## config.mk

```make
export PLATFORM = sky130hd
export DESIGN_NAME = x86_instruction_length_decoder_flat
export DESIGN_NICKNAME = d
export VERILOG_FILES = /design/src/design/x86ild_pkg.sv /design/src/design/x86ild_if.sv /design/src/design/x86_instruction_length_decoder.sv /design/src/flat_wrapper.sv
export SDC_FILE = /design/constraint.sdc
export NUM_CORES = 1
export LEC_CHECK = 0
export ABC_AREA = 1
export BUFFER_PORTS_ARGS = -buffer_cell sky130_fd_sc_hd__buf_2
export CAP_MARGIN = 20
export CORE_ASPECT_RATIO = 1.4
export CORE_MARGIN = 2
export CORE_UTILIZATION = 50
export DETAILED_ROUTE_END_ITERATION = 7
export PLACE_DENSITY_LB_ADDON = 0.08
export SYNTH_ARGS = -nofsm -noshare
export SYNTH_HDL_FRONTEND = slang
export SYNTH_SLANG_ARGS = --single-unit
```

## constraint.sdc

```tcl
create_clock -name clk -period 4.35 [get_ports clk]
set_input_delay 0.2175 -clock clk [delete_from_list [all_inputs] [get_ports clk]]
set_output_delay 0.2175 -clock clk [all_outputs]
set_load 0.02 [all_outputs]
```

## src/design/x86ild_pkg.sv

```systemverilog
// ----------------------------------------------------------------------------
// x86ild_pkg
// Shared types, constants and decode functions of the x86 length decoder.
// ----------------------------------------------------------------------------
package x86ild_pkg;

  // leading prefix bytes at or beyond this count give length 0
  localparam int PREFIX_LIMIT = 16;
  localparam int WIN_BYTES    = 18;
  localparam int CNT_W        = $clog2(PREFIX_LIMIT + 1);
  localparam int IDX_W        = $clog2(WIN_BYTES + 1);
  localparam int LEN_W        = 5;

  // prefix bytes
  localparam logic [7:0] PFX_ES    = 8'h26;
  localparam logic [7:0] PFX_CS    = 8'h2e;
  localparam logic [7:0] PFX_SS    = 8'h36;
  localparam logic [7:0] PFX_DS    = 8'h3e;
  localparam logic [7:0] PFX_FS    = 8'h64;
  localparam logic [7:0] PFX_GS    = 8'h65;
  localparam logic [7:0] PFX_OPSZ  = 8'h66;
  localparam logic [7:0] PFX_ADSZ  = 8'h67;
  localparam logic [7:0] PFX_LOCK  = 8'hf0;
  localparam logic [7:0] PFX_REPNE = 8'hf2;
  localparam logic [7:0] PFX_REP   = 8'hf3;

  // two-byte opcodes
  localparam logic [7:0] OP_ESC  = 8'h0f;
  localparam logic [7:0] OP2_BT  = 8'hba;
  localparam logic [7:0] OP2_LSS = 8'hb2;
  localparam logic [7:0] OP2_LFS = 8'hb4;
  localparam logic [7:0] OP2_LGS = 8'hb5;

  // ModRM mod field
  localparam logic [1:0] MOD_IND  = 2'd0;
  localparam logic [1:0] MOD_D8   = 2'd1;
  localparam logic [1:0] MOD_DISP = 2'd2;
  localparam logic [1:0] MOD_REG  = 2'd3;
  localparam logic [2:0] RM_SIB   = 3'd4;
  localparam logic [2:0] RM_D32   = 3'd5;
  localparam logic [2:0] RM_D16   = 3'd6;
  localparam logic [2:0] BASE_NONE = 3'd5;

  typedef enum logic [3:0] {
    CLS_NONE,      // unsupported
    CLS_OP1,       // opcode only
    CLS_OP2,       // opcode + imm8/rel8
    CLS_IMMO,      // opcode + operand-size immediate
    CLS_MOFFS,     // opcode + address-size offset
    CLS_ENTER,     // fixed four bytes
    CLS_FAR,       // offset + selector
    CLS_MODRM,     // ModRM
    CLS_MODRM_I8,  // ModRM + imm8
    CLS_MODRM_IO,  // ModRM + operand-size immediate
    CLS_GRP3B,     // F6 group
    CLS_GRP3V      // F7 group
  } op_class_t;

  function automatic logic is_prefix(input logic [7:0] b);
    return (b == PFX_ES) || (b == PFX_CS) || (b == PFX_SS) || (b == PFX_DS) ||
           (b == PFX_FS) || (b == PFX_GS) || (b == PFX_OPSZ) || (b == PFX_ADSZ) ||
           (b == PFX_LOCK) || (b == PFX_REPNE) || (b == PFX_REP);
  endfunction

  function automatic op_class_t op_class(input logic [7:0] op);
    op_class_t c;
    c = CLS_NONE;
    if (op[7:6] == 2'b00) begin
      // ALU block: four ModRM forms, acc imm8, acc immediate, then one-byte ops
      case (op[2:0])
        3'd0, 3'd1, 3'd2, 3'd3: c = CLS_MODRM;
        3'd4:                   c = CLS_OP2;
        3'd5:                   c = CLS_IMMO;
        default:                c = CLS_OP1;
      endcase
      if (op == PFX_ES || op == PFX_CS || op == PFX_SS || op == PFX_DS ||
          op == OP_ESC) begin
        c = CLS_NONE;
      end
    end else begin
      case (op) inside
        [8'h40:8'h61]:                        c = CLS_OP1;
        8'h62, 8'h63:                         c = CLS_MODRM;
        [8'h64:8'h67]:                        c = CLS_NONE;
        8'h68:                                c = CLS_IMMO;
        8'h69:                                c = CLS_MODRM_IO;
        8'h6a:                                c = CLS_OP2;
        8'h6b:                                c = CLS_MODRM_I8;
        [8'h6c:8'h6f]:                        c = CLS_OP1;
        [8'h70:8'h7f]:                        c = CLS_OP2;
        8'h80, 8'h82, 8'h83:                  c = CLS_MODRM_I8;
        8'h81:                                c = CLS_MODRM_IO;
        [8'h84:8'h8f]:                        c = CLS_MODRM;
        8'h9a:                                c = CLS_FAR;
        [8'h90:8'h9f]:                        c = CLS_OP1;
        [8'ha0:8'ha3]:                        c = CLS_MOFFS;
        [8'ha4:8'ha7]:                        c = CLS_OP1;
        8'ha8:                                c = CLS_OP2;
        8'ha9:                                c = CLS_IMMO;
        [8'haa:8'haf]:                        c = CLS_OP1;
        [8'hb0:8'hb7]:                        c = CLS_OP2;
        [8'hb8:8'hbf]:                        c = CLS_IMMO;
        8'hc0, 8'hc1, 8'hc6:                  c = CLS_MODRM_I8;
        8'hc2, 8'hca:                         c = CLS_IMMO;
        8'hc3, 8'hc9, 8'hcb, 8'hcc, 8'hce, 8'hcf: c = CLS_OP1;
        8'hc4, 8'hc5:                         c = CLS_MODRM;
        8'hc7:                                c = CLS_MODRM_IO;
        8'hc8:                                c = CLS_ENTER;
        8'hcd:                                c = CLS_OP2;
        [8'hd0:8'hd3]:                        c = CLS_MODRM;
        8'hd4, 8'hd5:                         c = CLS_OP2;
        8'hd6, 8'hd7:                         c = CLS_OP1;
        [8'he0:8'he7], 8'heb:                 c = CLS_OP2;
        8'he8, 8'he9:                         c = CLS_IMMO;
        8'hea:                                c = CLS_FAR;
        [8'hec:8'hef]:                        c = CLS_OP1;
        8'hf1, 8'hf4, 8'hf5:                  c = CLS_OP1;
        8'hf6:                                c = CLS_GRP3B;
        8'hf7:                                c = CLS_GRP3V;
        [8'hf8:8'hfd]:                        c = CLS_OP1;
        8'hfe, 8'hff:                         c = CLS_MODRM;
        default:                              c = CLS_NONE;
      endcase
    end
    return c;
  endfunction

  // bytes of ModRM plus SIB and displacement
  function automatic logic [2:0] modrm_len(input logic [7:0] m, input logic [7:0] sib,
                                           input logic a32);
    logic [1:0] md;
    logic [2:0] rm;
    logic [2:0] n;
    md = m[7:6];
    rm = m[2:0];
    if (a32) begin
      if (md == MOD_REG)                        n = 3'd1;
      else if (md == MOD_IND && rm == RM_D32)   n = 3'd5;
      else if (rm == RM_SIB) begin
        if (md == MOD_D8)                       n = 3'd3;
        else if (md == MOD_DISP)                n = 3'd6;
        else                                    n = (sib[2:0] == BASE_NONE) ? 3'd6 : 3'd2;
      end
      else if (md == MOD_D8)                    n = 3'd2;
      else if (md == MOD_DISP)                  n = 3'd5;
      else                                      n = 3'd1;
    end else begin
      if (md == MOD_IND && rm == RM_D16)        n = 3'd3;
      else if (md == MOD_D8)                    n = 3'd2;
      else if (md == MOD_DISP)                  n = 3'd3;
      else                                      n = 3'd1;
    end
    return n;
  endfunction

endpackage

```

## src/design/x86ild_if.sv

```systemverilog
// ----------------------------------------------------------------------------
// x86ild channel interfaces
// Valid/ready channels for code windows in and instruction lengths out.
// ----------------------------------------------------------------------------
interface x86ild_in_if;
  logic        valid;
  logic        ready;
  logic [63:0] code_bytes_lo;
  logic [63:0] code_bytes_mid;
  logic [15:0] code_bytes_hi;
  logic        default_32;

  modport source (output valid, code_bytes_lo, code_bytes_mid, code_bytes_hi, default_32,
                  input ready);
  modport sink (input valid, code_bytes_lo, code_bytes_mid, code_bytes_hi, default_32,
                output ready);
endinterface

interface x86ild_out_if;
  logic       valid;
  logic       ready;
  logic [4:0] length;

  modport source (output valid, length, input ready);
  modport sink (input valid, length, output ready);
endinterface

```

## src/design/x86_instruction_length_decoder.sv

```systemverilog
// ----------------------------------------------------------------------------
// x86_instruction_length_decoder
// Three-stage pipeline: prefix scan, opcode byte select, class and length.
// ----------------------------------------------------------------------------
// Each item passes through the stage 1, stage 2 and stage 3 registers in
// order; its length leaves from the stage 3 register.
// Throughput: one item per cycle; the stages advance on a ready chain from
// the output register, so a stall holds the occupied stages and lets empty
// stages fill behind them.
// Reset: synchronous active-low rst_n clears the stage valid bits; the data
// registers are not reset.
module x86_instruction_length_decoder
  import x86ild_pkg::*;
(
  input  logic              clk,
  input  logic              rst_n,
  x86ild_in_if.sink         in_ch,
  x86ild_out_if.source      out_ch
);

  // stage enables
  logic en1, en2, en3;

  // stage 1: prefix scan
  logic             v1_r;
  logic [7:0]       win1_r [WIN_BYTES];
  logic [CNT_W-1:0] n1_r;
  logic             o32_1_r, a32_1_r, many1_r;
  logic [CNT_W-1:0] n1_nxt;
  logic             o32_1_nxt, a32_1_nxt, many1_nxt;

  // stage 2: bytes at the opcode
  logic             v2_r;
  logic [7:0]       b2_r [4];
  logic [CNT_W-1:0] n2_r;
  logic             o32_2_r, a32_2_r, many2_r;
  logic [7:0]       b2_nxt [4];

  // stage 3: length
  logic             v3_r;
  logic [LEN_W-1:0] length_r, length_nxt;

  assign en3 = !v3_r || out_ch.ready;
  assign en2 = !v2_r || en3;
  assign en1 = !v1_r || en2;
  assign in_ch.ready  = en1;
  assign out_ch.valid = v3_r;
  assign out_ch.length = length_r;

  // ---------------- stage 1 ----------------
  logic [8*WIN_BYTES-1:0] flat;
  logic [7:0]             in_byte [WIN_BYTES];
  logic [PREFIX_LIMIT-1:0] lead;

  assign flat = {in_ch.code_bytes_hi, in_ch.code_bytes_mid, in_ch.code_bytes_lo};

  always_comb begin
    for (int k = 0; k < WIN_BYTES; k++) begin
      in_byte[k] = flat[8*k +: 8];
    end
  end

  always_comb begin
    o32_1_nxt = in_ch.default_32;
    a32_1_nxt = in_ch.default_32;
    n1_nxt    = CNT_W'(PREFIX_LIMIT);
    for (int k = 0; k < PREFIX_LIMIT; k++) begin
      lead[k] = is_prefix(in_byte[k]) && ((k == 0) ? 1'b1 : lead[(k == 0) ? 0 : k-1]);
    end
    for (int k = PREFIX_LIMIT - 1; k >= 0; k--) begin
      if (!lead[k]) n1_nxt = CNT_W'(k);
    end
    // each leading 66/67 toggles the size
    for (int k = 0; k < PREFIX_LIMIT; k++) begin
      if (lead[k] && in_byte[k] == PFX_OPSZ) o32_1_nxt = !o32_1_nxt;
      if (lead[k] && in_byte[k] == PFX_ADSZ) a32_1_nxt = !a32_1_nxt;
    end
    many1_nxt = lead[PREFIX_LIMIT-1];
  end

  always_ff @(posedge clk) begin
    if (!rst_n) begin
      v1_r <= 1'b0;
    end else if (en1) begin
      v1_r <= in_ch.valid;
    end
  end

  always_ff @(posedge clk) begin
    if (en1) begin
      win1_r  <= in_byte;
      n1_r    <= n1_nxt;
      o32_1_r <= o32_1_nxt;
      a32_1_r <= a32_1_nxt;
      many1_r <= many1_nxt;
    end
  end

  // ---------------- stage 2 ----------------
  logic [7:0]       ext [WIN_BYTES+1];
  logic [IDX_W-1:0] nsel;

  always_comb begin
    for (int k = 0; k < WIN_BYTES; k++) begin
      ext[k] = win1_r[k];
    end
    // a byte past the window reads as zero
    ext[WIN_BYTES] = 8'h00;
    nsel = many1_r ? '0 : IDX_W'(n1_r);
    for (int k = 0; k < 4; k++) begin
      b2_nxt[k] = ext[nsel + IDX_W'(k)];
    end
  end

  always_ff @(posedge clk) begin
    if (!rst_n) begin
      v2_r <= 1'b0;
    end else if (en2) begin
      v2_r <= v1_r;
    end
  end

  always_ff @(posedge clk) begin
    if (en2) begin
      b2_r    <= b2_nxt;
      n2_r    <= n1_r;
      o32_2_r <= o32_1_r;
      a32_2_r <= a32_1_r;
      many2_r <= many1_r;
    end
  end

  // ---------------- stage 3 ----------------
  op_class_t        cls;
  logic [2:0]       ml1, ml2;
  logic [LEN_W-1:0] n5, immo, imma, grp_imm;

  always_comb begin
    cls  = op_class(b2_r[0]);
    ml1  = modrm_len(b2_r[1], b2_r[2], a32_2_r);
    ml2  = modrm_len(b2_r[2], b2_r[3], a32_2_r);
    n5   = LEN_W'(n2_r);
    immo = o32_2_r ? LEN_W'(4) : LEN_W'(2);
    imma = a32_2_r ? LEN_W'(4) : LEN_W'(2);
    grp_imm = '0;
    length_nxt = '0;
    if (many2_r) begin
      length_nxt = '0;
    end else if (b2_r[0] == OP_ESC) begin
      if (b2_r[1] == OP2_BT) begin
        length_nxt = n5 + LEN_W'(3) + LEN_W'(ml2);
      end else if (b2_r[1] == OP2_LSS || b2_r[1] == OP2_LFS || b2_r[1] == OP2_LGS) begin
        length_nxt = n5 + LEN_W'(2) + LEN_W'(ml2);
      end else begin
        length_nxt = '0;
      end
    end else begin
      // test immediate only for ModRM reg 0 or 1
      if (b2_r[1][5:4] == 2'b00) begin
        grp_imm = (cls == CLS_GRP3B) ? LEN_W'(1) : immo;
      end
      case (cls)
        CLS_OP1:       length_nxt = n5 + LEN_W'(1);
        CLS_OP2:       length_nxt = n5 + LEN_W'(2);
        CLS_IMMO:      length_nxt = n5 + LEN_W'(1) + immo;
        CLS_MOFFS:     length_nxt = n5 + LEN_W'(1) + imma;
        CLS_ENTER:     length_nxt = n5 + LEN_W'(4);
        CLS_FAR:       length_nxt = n5 + LEN_W'(3) + immo;
        CLS_MODRM:     length_nxt = n5 + LEN_W'(1) + LEN_W'(ml1);
        CLS_MODRM_I8:  length_nxt = n5 + LEN_W'(2) + LEN_W'(ml1);
        CLS_MODRM_IO:  length_nxt = n5 + LEN_W'(1) + LEN_W'(ml1) + immo;
        CLS_GRP3B,
        CLS_GRP3V:     length_nxt = n5 + LEN_W'(1) + LEN_W'(ml1) + grp_imm;
        default:       length_nxt = '0;
      endcase
    end
  end

  always_ff @(posedge clk) begin
    if (!rst_n) begin
      v3_r <= 1'b0;
    end else if (en3) begin
      v3_r <= v2_r;
    end
  end

  always_ff @(posedge clk) begin
    if (en3) begin
      length_r <= length_nxt;
    end
  end

  // ---------------- assertions ----------------
  a_too_many_zero: assert property (@(posedge clk) disable iff (!rst_n)
    (v2_r && en3 && many2_r) |=> (length_r == '0))
    else $error("too many prefixes must give length 0");

  a_len_max: assert property (@(posedge clk) disable iff (!rst_n)
    v3_r |-> (length_r <= LEN_W'(26)))
    else $error("length out of range");

  a_count_range: assert property (@(posedge clk) disable iff (!rst_n)
    (v1_r && !many1_r) |-> (n1_r < CNT_W'(PREFIX_LIMIT)))
    else $error("prefix count inconsistent with limit flag");

  a_stall_hold: assert property (@(posedge clk) disable iff (!rst_n)
    (v3_r && !out_ch.ready) |=> (v3_r && $stable(length_r)))
    else $error("output register changed during stall");

  a_s2_hold: assert property (@(posedge clk) disable iff (!rst_n)
    (v2_r && !en2) |=> (v2_r && $stable(n2_r) && $stable(many2_r)))
    else $error("stage 2 lost its item during stall");

endmodule

```

## src/flat_wrapper.sv

```systemverilog
// flat-port wrapper written by rule: the top's interface ports become plain ports
module x86_instruction_length_decoder_flat import x86ild_pkg::*;
  (clk, rst_n, in_ch_valid, in_ch_code_bytes_lo, in_ch_code_bytes_mid, in_ch_code_bytes_hi, in_ch_default_32, in_ch_ready, out_ch_valid, out_ch_length, out_ch_ready);
  x86ild_in_if in_ch_i ();
  x86ild_out_if out_ch_i ();
  input  logic clk;
  input  logic rst_n;
  input wire logic [$bits(in_ch_i.valid)-1:0] in_ch_valid;
  input wire logic [$bits(in_ch_i.code_bytes_lo)-1:0] in_ch_code_bytes_lo;
  input wire logic [$bits(in_ch_i.code_bytes_mid)-1:0] in_ch_code_bytes_mid;
  input wire logic [$bits(in_ch_i.code_bytes_hi)-1:0] in_ch_code_bytes_hi;
  input wire logic [$bits(in_ch_i.default_32)-1:0] in_ch_default_32;
  output wire logic [$bits(in_ch_i.ready)-1:0] in_ch_ready;
  output wire logic [$bits(out_ch_i.valid)-1:0] out_ch_valid;
  output wire logic [$bits(out_ch_i.length)-1:0] out_ch_length;
  input wire logic [$bits(out_ch_i.ready)-1:0] out_ch_ready;
  assign in_ch_i.valid = in_ch_valid;
  assign in_ch_i.code_bytes_lo = in_ch_code_bytes_lo;
  assign in_ch_i.code_bytes_mid = in_ch_code_bytes_mid;
  assign in_ch_i.code_bytes_hi = in_ch_code_bytes_hi;
  assign in_ch_i.default_32 = in_ch_default_32;
  assign in_ch_ready = in_ch_i.ready;
  assign out_ch_valid = out_ch_i.valid;
  assign out_ch_length = out_ch_i.length;
  assign out_ch_i.ready = out_ch_ready;
  x86_instruction_length_decoder u_core (.clk(clk), .rst_n(rst_n), .in_ch(in_ch_i), .out_ch(out_ch_i));
endmodule
```

== Word level (Yosys, flattened, before mapping) ==
Index checks and enable logic that the tools add are counted.

* Register bits after elaboration: 195
* Input bits: 149
* Output and inout bits: 7
* Word-level logic and storage cells: 779

* Add/sub/neg operators: 16
* Magnitude comparators: 34
* Eq/ne operators: 258
* Multiplexer cells: 137
* Bitwise operators: 4
* Reductions and logical operators: 292

{| class="wikitable"
|+ Operator list
! kind !! number
|-
| 8-bit equality test, second input constant || 90
|-
| 8-bit by 7-bit equality test with 1-bit output, second input constant || 70
|-
| 8-bit by 6-bit equality test with 1-bit output, second input constant || 68
|-
| 4-bit two-way mux || 47
|-
| 1-bit logical OR || 169
|-
| 8-bit binary-select mux with 5-bit select || 4
|-
| 3-bit two-way mux || 32
|-
| 8-bit greater-or-equal comparator, second input constant || 11
|-
| 8-bit <= comparator, second input constant || 11
|-
| 1-bit logical AND || 66
|-
| 5-bit case mux with 10 select lines || 1
|-
| 8-bit two-way mux || 6
|-
| 5-bit two-way mux || 9
|-
| 1-bit zero test || 34
|-
| 1-bit two-way mux || 33
|-
| 8-bit by 7-bit greater-or-equal comparator with 1-bit output, second input constant || 4
|-
| 8-bit by 7-bit <= comparator with 1-bit output, second input constant || 4
|-
| 3-bit equality test, second input constant || 9
|-
| 5-bit adder || 5
|-
| 6-bit greater-or-equal comparator, second input constant || 4
|-
| 5-bit inverter with 6-bit output || 4
|-
| 5-bit by 2-bit adder with 5-bit output, second input constant || 4
|-
| 5-bit by 3-bit adder with 5-bit output || 4
|-
| 2-bit OR reduction || 9
|-
| other kinds (22) || 43
|}

== Logic depth before layout (Yosys ltp) ==
Gate-level depths: netlist of the first run.

* Word-level depth: 51
* Mapped depth: 28
* Mapped depth without buffers: 28

== Worst setup path after synthesis of the first run ==
OpenSTA, ideal clock, no wires.

* Path type: register -> register
* Start: register u_core.v3_r (netlist: u_core.out_ch.valid)
* End: register u_core.a32_1_r (enable)
* Setup time: 1.319 ns
* Arrival: 3.396 ns
* Required time: 3.031 ns
* Setup slack: -0.365 ns
* Cell stages (with the launch flop): 4
* Buffers on the path: 0
* Period minus slack after synthesis: 4.715 ns
* Cells stage by stage: dfxtp_1 nand2_1 nor2_1 nand2_1

* Longest elaborated chain between the ends: 4

{| class="wikitable"
|+ RTL lines
! element !! line !! source
|-
| from (decl) || x86_instruction_length_decoder.sv:40 || <nowiki>logic v3_r;</nowiki>
|-
| from (signal assigned) || x86_instruction_length_decoder.sv:183 || <nowiki>v3_r <= v2_r;</nowiki>
|-
| 1-bit zero test || x86_instruction_length_decoder.sv:43 || <nowiki>assign en3 = !v3_r || out_ch.ready;</nowiki>
|-
| 1-bit logical OR || x86_instruction_length_decoder.sv:43 ||
|-
| named net u_core.en3 || x86_instruction_length_decoder.sv:22 || <nowiki>logic en1, en2, en3;</nowiki>
|-
| 1-bit logical OR || x86_instruction_length_decoder.sv:44 || <nowiki>assign en2 = !v2_r || en3;</nowiki>
|-
| 1-bit logical OR || x86_instruction_length_decoder.sv:45 || <nowiki>assign en1 = !v1_r || en2;</nowiki>
|-
| named net in_ch_ready || flat_wrapper.sv:13 || <nowiki>output wire logic [$bits(in_ch_i.ready)-1:0] in_ch_ready;</nowiki>
|-
| to (signal assigned) || x86_instruction_length_decoder.sv:94 || <nowiki>a32_1_r <= a32_1_nxt;</nowiki>
|-
| to (decl) || x86_instruction_length_decoder.sv:28 || <nowiki>logic o32_1_r, a32_1_r, many1_r;</nowiki>
|}

The timed path passes the listed nets, and every way through them passes these cells.
A chain may end at the register's enable or synchronous reset.

== Final worst setup path of the first run ==
* Start: register u_core.b2_r[25] (netlist name)
* End: register u_core.length_r[4] (netlist: u_core.out_ch.length[4]) (data pin)

* Longest elaborated chain between the ends: 51
* Elaborated cells between the ends (all ways): 179
* Those cells by class: 1 x add/sub; 30 x order compare; 65 x eq/ne; 49 x mux; 34 x reduce/logical

{| class="wikitable"
|+ RTL lines
! element !! line !! source
|-
| from (decl) || x86_instruction_length_decoder.sv:34 || <nowiki>logic [7:0] b2_r [4];</nowiki>
|-
| from (signal assigned) || x86_instruction_length_decoder.sv:125 || <nowiki>b2_r <= b2_nxt;</nowiki>
|-
| branches (longest 50 deep; another with 8-bit greater-or-equal comparator) || -- ||
|-
| 5-bit two-way mux * || x86_instruction_length_decoder.sv:149 || <nowiki>end else if (b2_r[0] == OP_ESC) begin</nowiki>
|-
| to (signal assigned) || x86_instruction_length_decoder.sv:189 || <nowiki>length_r <= length_nxt;</nowiki>
|-
| to (decl) || x86_instruction_length_decoder.sv:41 || <nowiki>logic [LEN_W-1:0] length_r, length_nxt;</nowiki>
|}

Every way passes the cells marked *. The select of a mux whose other input is x is not followed.

==> metrics.md, run 1 <==
| Metric | Value |
|---|---|
| Mapped Area | 14400 um2 |
| Syn nets | 2107 |
| CP startpoint kind | register |
| First DRT Iteration DRCs | approximately 1100 |
| Root Driver | clkbuf_16 |
| Pre-CTS WS | a little under 0.4 ns |
| Final Skew | 0.00879 ns |
| Leakage | between 8 and 9 nW |
| Flops & latches, synth | between 150 and 200 |
| Worst R2R Start | u_core.b2_r[25]$_DFFE_PP_ |
| Buffers on Ports | roughly 160 |
| # diodes | 0 |
| Non-Filler Instances | 2569 |
| Post-synth ARST share | 0% |
| Post-synth cell types | 65 |
| Slew Viols, Final | 0 |
| Tightest Pin Transition | 1.11 ns |
| DIE AREA | between 30000 and 40000 um2 |
| Period utilization | approximately nine tenths |
| First-pass GRT wire length | roughly 73 mm |
| Vias | between 10000 and 15000 |
| Die Span X | between 100 and 150 um |
| Synth cell count leaders | nand2_1 (430), inv_1 (301), edfxtp_1 (189), o21ai_0 (184), nor2_1 (166) |
| Met2 Use GR | around 59% |
| Vias in the first global route | between 10000 and 15000 |
| Critical path type | register to register |
| Area grow syn2layout | 21.6% |
| Fmax | about 250 MHz |
| I/O pin count | 156 |
| Hold depth | 1 |
| Total grt overflow | 0 |
| Placed cells | roughly 2400 |
| # DRC | 0 |
| Clock Latency Late Sink | roughly 0.45 ns |
| TritonCTS clock tree | built |
| Met1 usage in global routing | 35.7% |
| Cells after Synth | 1910 |
| Clock-pin transition on the worst setup and hold timing paths | roughly 0.08 ns |
| Arr. time, crit path | 4.18 ns |
| Min cycle time layout | a little under 4 ns |
| Sequential fraction of the synthesis area | about two fifths |
| Crit Path Max Fanout | 7 |
| RSZ-0062 raised after global routing | no |
| Yosys top cell area share | between 30% and 40% |
| End of the worst hold path | u_core.ext[49]$_DFFE_PP_ |
| Hold path start | in_ch_code_bytes_mid[33] |
| CTS Buf Count | 17 |
| Initial Utilization | between 50% and 60% |
| Site row count | 73 |
| Global Route met3 Usage | 2.34% |
| Final number of setup-violating endpoints | 0 |
| Yosys warning count | 0 |
| DRT Wirelength | 47.8 mm |
| WL/cell | roughly 19 um |
| Global Route Usage Sum | about a third |
| # clock sinks | roughly 190 |
| Fillers | 2500 |
| Worst reg2reg setup slack | between 0.3 and 0.4 ns |
| DPL Wire Length | between 30 and 40 mm |
| Gr busiest metal | met2 |
| Gpl congestion | 0.962 |
| Setup_tns | 0 ns |
| Critical Path Start | u_core.b2_r[25]$_DFFE_PP_ |
| Pwr per Cell Area | between 200 and 300 nW/um2 |
| Initial antenna violation count | 0 |
| Cell taking the most area after synthesis | edfxtp_1 |
| EDFF count, synth | between 150 and 200 |
| Synth Flop Type | edfxtp_1 |
| Min setup slack post-route | 0.393 ns |
| Worst path required time | ~4.6 ns |
| Crit path capture type | register |
| Core area | around 28000 um2 |
| Hold Path Class | primary input to register |
| H-tree levels | 4 |
| Nets | around 2400 |
| Worst VDD drop | roughly 0.30 mV |
| Cell with the most instances after synthesis | nand2_1 |
| Final Hold Fails | 0 |
| Layout cells sized above 1 | 12.5% |
| FF-to-FF End | u_core.out_ch.length[4]$_SDFFCE_PP0P_ |
| Status | finished, final reports clean |
| Die height | 205 um |
| Maxcap violations | 0 |
| Clock buffer depth | 2 |
| Largest cells by area after synthesis | edfxtp_1 (39%), nand2_1 (11%), inv_1 (7.9%) |
| Via density | 5.60 |
| Syn_area_per_cell | around 7.5 um2 |
| Post-DRT Antenna Nets | 0 |
| Max-slew headroom | roughly a quarter |
| Largest net degree at the start of global routing | 137 |
| Detailed-router iteration count before antenna repair | 6 |
| Reg2Reg Depth | 24 |
-- logic make-up after synthesis --
family,after synthesis,share of synthesized area [%]
adders and majority gates,48,4.54
and+or+nand+nor,873,27.1
buffers and inverters,372,9.75
muxes,23,1.60
DFF,192,39.9
xor gates and xnor gates,29,1.77
AOI/OAI and AO/OA,373,15.4
-- state kept, by name (all words and copies together), names as in the netlist --
signal,count
u_core.b2_r,24
u_core.v2_r,1
u_core.many2_r,1
u_core.a32_2_r,1
u_core.o32_1_r,1
u_core.out_ch.length,5
u_core.v1_r,1
u_core.o32_2_r,1
u_core.many1_r,1
u_core.n2_r,5
u_core.n1_r,5
u_core.out_ch.valid,1
u_core.a32_1_r,1
u_core.ext,144
-- layout by cell type, fill, tap and decap left out, drive strengths merged, types with 3 or more instances in the layout --
| master | n |
|---|---|
| nand2 | 432 |
| inv | 313 |
| edfxtp | 189 |
| o21ai | 189 |
| buf | 183 |
| nor2 | 175 |
| nand3 | 167 |
| dlygate4sd3 | 124 |
| a21oi | 77 |
| ha | 41 |
| nor3 | 35 |
| o211ai | 33 |
| nand4 | 30 |
| mux2i | 23 |
| xor2 | 18 |
| clkbuf | 18 |
| o22ai | 17 |
| clkinv | 14 |
| xnor2 | 11 |
| o221ai | 10 |
| or2 | 9 |
| nor4 | 9 |
| fa | 7 |
| o2111ai | 6 |
| o311ai | 5 |
| a31oi | 5 |
| and3 | 5 |
| nand3b | 5 |
| clkinvlp | 4 |
| o21bai | 4 |
| a2111oi | 4 |
| a22oi | 3 |
| a211oi | 3 |
| o32ai | 3 |
| o21a | 3 |
| dfxtp | 3 |
-- worst max-delay path: stages, from the launching register on --
cell	delay [ns]
edfxtp_1	0.53
nand2_1	0.27
inv_1	0.13
nand2_1	0.10
nand3_1	0.08
a21oi_1	0.14
nand4_1	0.12
nor3_1	0.15
nand3_1	0.14
o22ai_2	0.20
nor2_1	0.15
nand3_1	0.10
inv_1	0.05
nor3_1	0.20
inv_1	0.09
fa_1	0.41
nor2_1	0.15
o21ai_0	0.12
xnor2_1	0.16
nand2_1	0.07
nand3_1	0.07
nor2_1	0.10
nand3_1	0.08
nand2_1	0.06
inv_1	0.03
-- where the power goes --
group | internal [mW] | switching (mW)
clock | 0.747 | 0.749
combinational | 0.438 | 0.723
sequential | 2.16 | 0.0729
total | 3.34 | 1.54
-- layer usage --
layer,part of all wire (%),routed length [um]
met3,4.6,2210
met5,0,0
met4,5.9,2840
met2,52,25000
met1,37,17800
-- through the flow --
step / total power [mW] / cell area [um2] / util (%) / hold slack, ns
2_1_floorplan: 2.90 / 14400 / - / 0.316
3_3_place_gp: 3.31 / 15600 / 55.2 / 0.394
3_5_place_dp: 3.32 / 15600 / 55.2 / 0.396
6_report: 4.89 / 17500 / 61.7 / 0.0122
4_1_cts: 4.88 / 17400 / 61.6 / 0.00115
5_1_grt: 5.11 / 17500 / 61.7 / 0.00686
-- what timing repair did --
item                       4_1_cts  5_1_grt
hold buffers                   123        1
gates resized for setup          0        6
setup buffers                    0        4
hold endpoints to repair       124        1
setup endpoints to repair        0        1
-- worst max-delay path by stage --
stage	end	slack [ns]	cells past startpoint
finish	u_core.out_ch.length[4]$_SDFFCE_PP0P_	0.39	24
global route	u_core.out_ch.length[4]$_SDFFCE_PP0P_	0.003	28
CTS	u_core.out_ch.length[4]$_SDFFCE_PP0P_	0.39	20
detailed placement	u_core.out_ch.length[4]$_SDFFCE_PP0P_	0.39	20
global placement	u_core.out_ch.length[4]$_SDFFCE_PP0P_	0.34	24
floorplan	u_core.out_ch.length[4]$_SDFFCE_PP0P_	0.82	22
-- area by class of cell --
class / instances / area, um2 / area share (%)
clock buffers: 17 / 425 / 2.43
clock inverters: 15 / 129 / 0.737
inverters: 316 / 1190 / 6.79
multi-input cells: 1346 / 7280 / 41.6
flip-flops and latches: 192 / 5740 / 32.8
well taps: 375 / 469 / 2.68
repair buffers: 308 / 2260 / 12.9
No activity file was read; power rests on OpenSTA's default activity.
==> run 2, diff against run 1 <==
--- a/config.mk
+++ b/config.mk
@@ -8,9 +8,11 @@
 export ABC_AREA = 1
 export BUFFER_PORTS_ARGS = -buffer_cell sky130_fd_sc_hd__buf_2
 export CAP_MARGIN = 20
+export CELL_PAD_IN_SITES_DETAIL_PLACEMENT = 1
+export CELL_PAD_IN_SITES_GLOBAL_PLACEMENT = 1
 export CORE_ASPECT_RATIO = 1.4
 export CORE_MARGIN = 2
-export CORE_UTILIZATION = 50
+export CORE_UTILIZATION = 40
 export DETAILED_ROUTE_END_ITERATION = 7
 export PLACE_DENSITY_LB_ADDON = 0.08
 export SYNTH_ARGS = -nofsm -noshare
==> run 2 against run 1 <==
Critical endpoint unchanged. Total power increased by 0.94%. Maximum frequency increased by 0.71%. Non-clock buffer count increased by 18. Global-route usage decreased by 1.6 points. Design area increased by 1.3%. Clock-buffer cell count increased by 2. Largest power group unchanged. Register-to-register slack improved by 0.03 ns. Clock power about the same. Flip-flop and latch count unchanged. Sequential power about the same. Worst setup slack improved by 0.028 ns. First-iteration DRC count decreased by 25%.
==> metrics.md, run 2 (synthesized netlist as in run 1, its figures left out) <==
| Metric | Value |
|---|---|
| Status | finished, final reports clean |
| Worst path required time | 4.59 ns (+0.02 ns) |
| Clock buffer depth | 2 (unchanged) |
| Clock Latency Late Sink | 0.47 ns (+0.02 ns) |
| Fmax | 254 MHz (+0.71%) |
| Layout cells sized above 1 | 12.6% (+0.085 points) |
| Detailed-router iteration count before antenna repair | 5 (-1) |
| Root Driver | clkbuf_16 |
| Site row count | 82 (+12%) |
| Global Route Usage Sum | 30.2% (-1.6 points) |
| Post-DRT Antenna Nets | 0 (unchanged) |
| WL/cell | 20.8 um (+12%) |
| Final number of setup-violating endpoints | 0 (unchanged) |
| Clock-pin transition on the worst setup and hold timing paths | 0.08 ns (about the same) |
| Critical path type | register to register |
| Via density | 5.47 (-2.4%) |
| Core area | 35600 um2 (+26%) |
| Die Span X | 164 um (+11%) |
| # DRC | 0 (unchanged) |
| Commonest non-fill, non-tap cell in the layout | nand2_1 |
| Tightest Pin Transition | 1.07 ns (-0.0417 ns) |
| Final Hold Fails | 0 (unchanged) |
| Worst reg2reg setup slack | 0.42 ns (+0.03 ns) |
| H-tree levels | 4 (unchanged) |
| Largest net degree at the start of global routing | 139 (+1.5%) |
| I/O pin count | 156 (unchanged) |
| Slew Viols, Final | 0 (unchanged) |
| # diodes | 0 (unchanged) |
| Initial antenna violation count | 0 (unchanged) |
| Largest register FFs | 144 (unchanged) |
| Min cycle time layout | 3.93 ns (-0.0278 ns) |
| Max-slew headroom | 28.4% (+2.6 points) |
| Vias in the first global route | 15546 (+14%) |
| CP startpoint kind | register |
| CTS Buf Count | 17 (unchanged) |
| Fillers | 4488 (+80%) |
| Period utilization | 90.3% (-0.64 points) |
| Initial Utilization | 40.4% (-10 points) |
| # clock sinks | 192 (unchanged) |
| Worst VDD drop | 0.211 mV (-30%) |
| First DRT Iteration DRCs | 802 (-25%) |
| Storage cell area | 5740 um2 (unchanged) |
| Area grow syn2layout | 23.2% |
| Commonest non-fill, non-tap cells in the layout | nand2_1 (429), inv_1 (299), edfxtp_1 (189) |
| Setup_tns | 0 ns (unchanged) |
| Buffers on Ports | 155 (unchanged) |
| Area of the multi-input gates | 7280 um2 (unchanged) |
| Pwr per Cell Area | 279 nW/um2 (-0.32%) |
| Total grt overflow | 0 (unchanged) |
| Die height | 228 um (+12%) |
| Crit path capture type | register |
| Final Core Density | 49.7% (-12 points) |
| Maxcap violations | 0 (unchanged) |
| First-pass GRT wire length | 85.8 mm (+17%) |
| Final Skew | 0.00960 ns (+0.000812 ns) |
| Vias | 14612 (+1.5%) |
| Arr. time, crit path | 4.17 ns (about the same) |
| Placed cells | 2505 (+4.0%) |
| DPL Wire Length | 42.2 mm (+16%) |
| DIE AREA | 37500 um2 (+24%) |
| Leakage | 8.08 nW (+0.74%) |
| Hold Path Class | primary input to register |
| TritonCTS clock tree | built |
| DRT Wirelength | 55.6 mm (+16%) |
| RSZ-0062 raised after global routing | no |
| Gpl congestion | 0.921 (-4.3%) |
| Nets | 2396 (+0.76%) |
| Non-Filler Instances | 2673 (+4.0%) |
| Crit Path Max Fanout | 7 (unchanged) |
==> run 2: per-stage QoR <==
stage / setup slack, ns / cell area, um2 / hold slack (ns) / total power [mW]
global placement: 0.169 / 15800 / 0.395 / 3.35
CTS: 0.209 / 17700 / 0.000566 / 4.92
global route: 0.0727 / 17700 / 0.00849 / 5.14
floorplan: 0.817 / 14400 / 0.316 / 2.90
finish: 0.421 / 17700 / 0.00828 / 4.93
detailed placement: 0.217 / 15800 / 0.398 / 3.38
==> run 2: routing by layer <==
metal  GRT usage [%]  share of wire, %  up-vias
li1                -                 -     7022
met1            33.1                38     7048
met2            55.9                53      390
met3            2.87               3.1      152
met4            16.9               5.9        0
met5               0                 0        -
==> run 2: layout make-up <==
cell class	count	share of cell area [%]
timing repair buffer	326	13.6
sequential	192	32.4
clock inverter	12	0.488
clock buffer	19	2.45
tap	462	3.27
multi-input combinational	1346	41.1
inverter	316	6.71
==> run 2: report_power, final <==
part,switching (mW),internal (mW)
sequential,0.0766,2.16
combinational,0.770,0.451
clock,0.747,0.731
total,1.59,3.34
==> run 2: what timing repair did <==
action / in CTS / in global routing
setup buffers: 0 / 4
hold buffers: 133 / 0
endpoints found under the setup margin: 0 / 1
hold endpoints to repair: 134 / 0
resized for setup: 0 / 5
==> run 2: worst max-delay path, cell delays in order (launching register included) <==
cell and delay (ns):
edfxtp_1 0.45, buf_4 0.19, nor2_2 0.31, nand4_1 0.22, nand2_1 0.12, nor2_1 0.04
nand4_1 0.15, nor3_1 0.07, nand3_1 0.12, nor2_1 0.05, a21oi_1 0.17, nand2_1 0.10
nor3_1 0.16, ha_1 0.20, inv_1 0.05, fa_1 0.38, nor2_1 0.15, o21ai_0 0.12
xnor2_1 0.15, nand2_1 0.07, nand3_1 0.07, nor2_1 0.13, nand3_1 0.12, nand2_1 0.07
inv_1 0.03
==> run 2: final timing paths <==
path | from | cells past startpoint | end
worst max-delay path | u_core.b2_r[26]$_DFFE_PP_ | 24 | u_core.out_ch.length[4]$_SDFFCE_PP0P_
worst min-delay path | in_ch_code_bytes_mid[24] | 1 | u_core.ext[56]$_DFFE_PP_
worst max register to register | u_core.b2_r[26]$_DFFE_PP_ | 24 | u_core.out_ch.length[4]$_SDFFCE_PP0P_
worst min register to register | u_core.a32_1_r$_DFFE_PP_ | 0 | u_core.a32_2_r$_DFFE_PP_
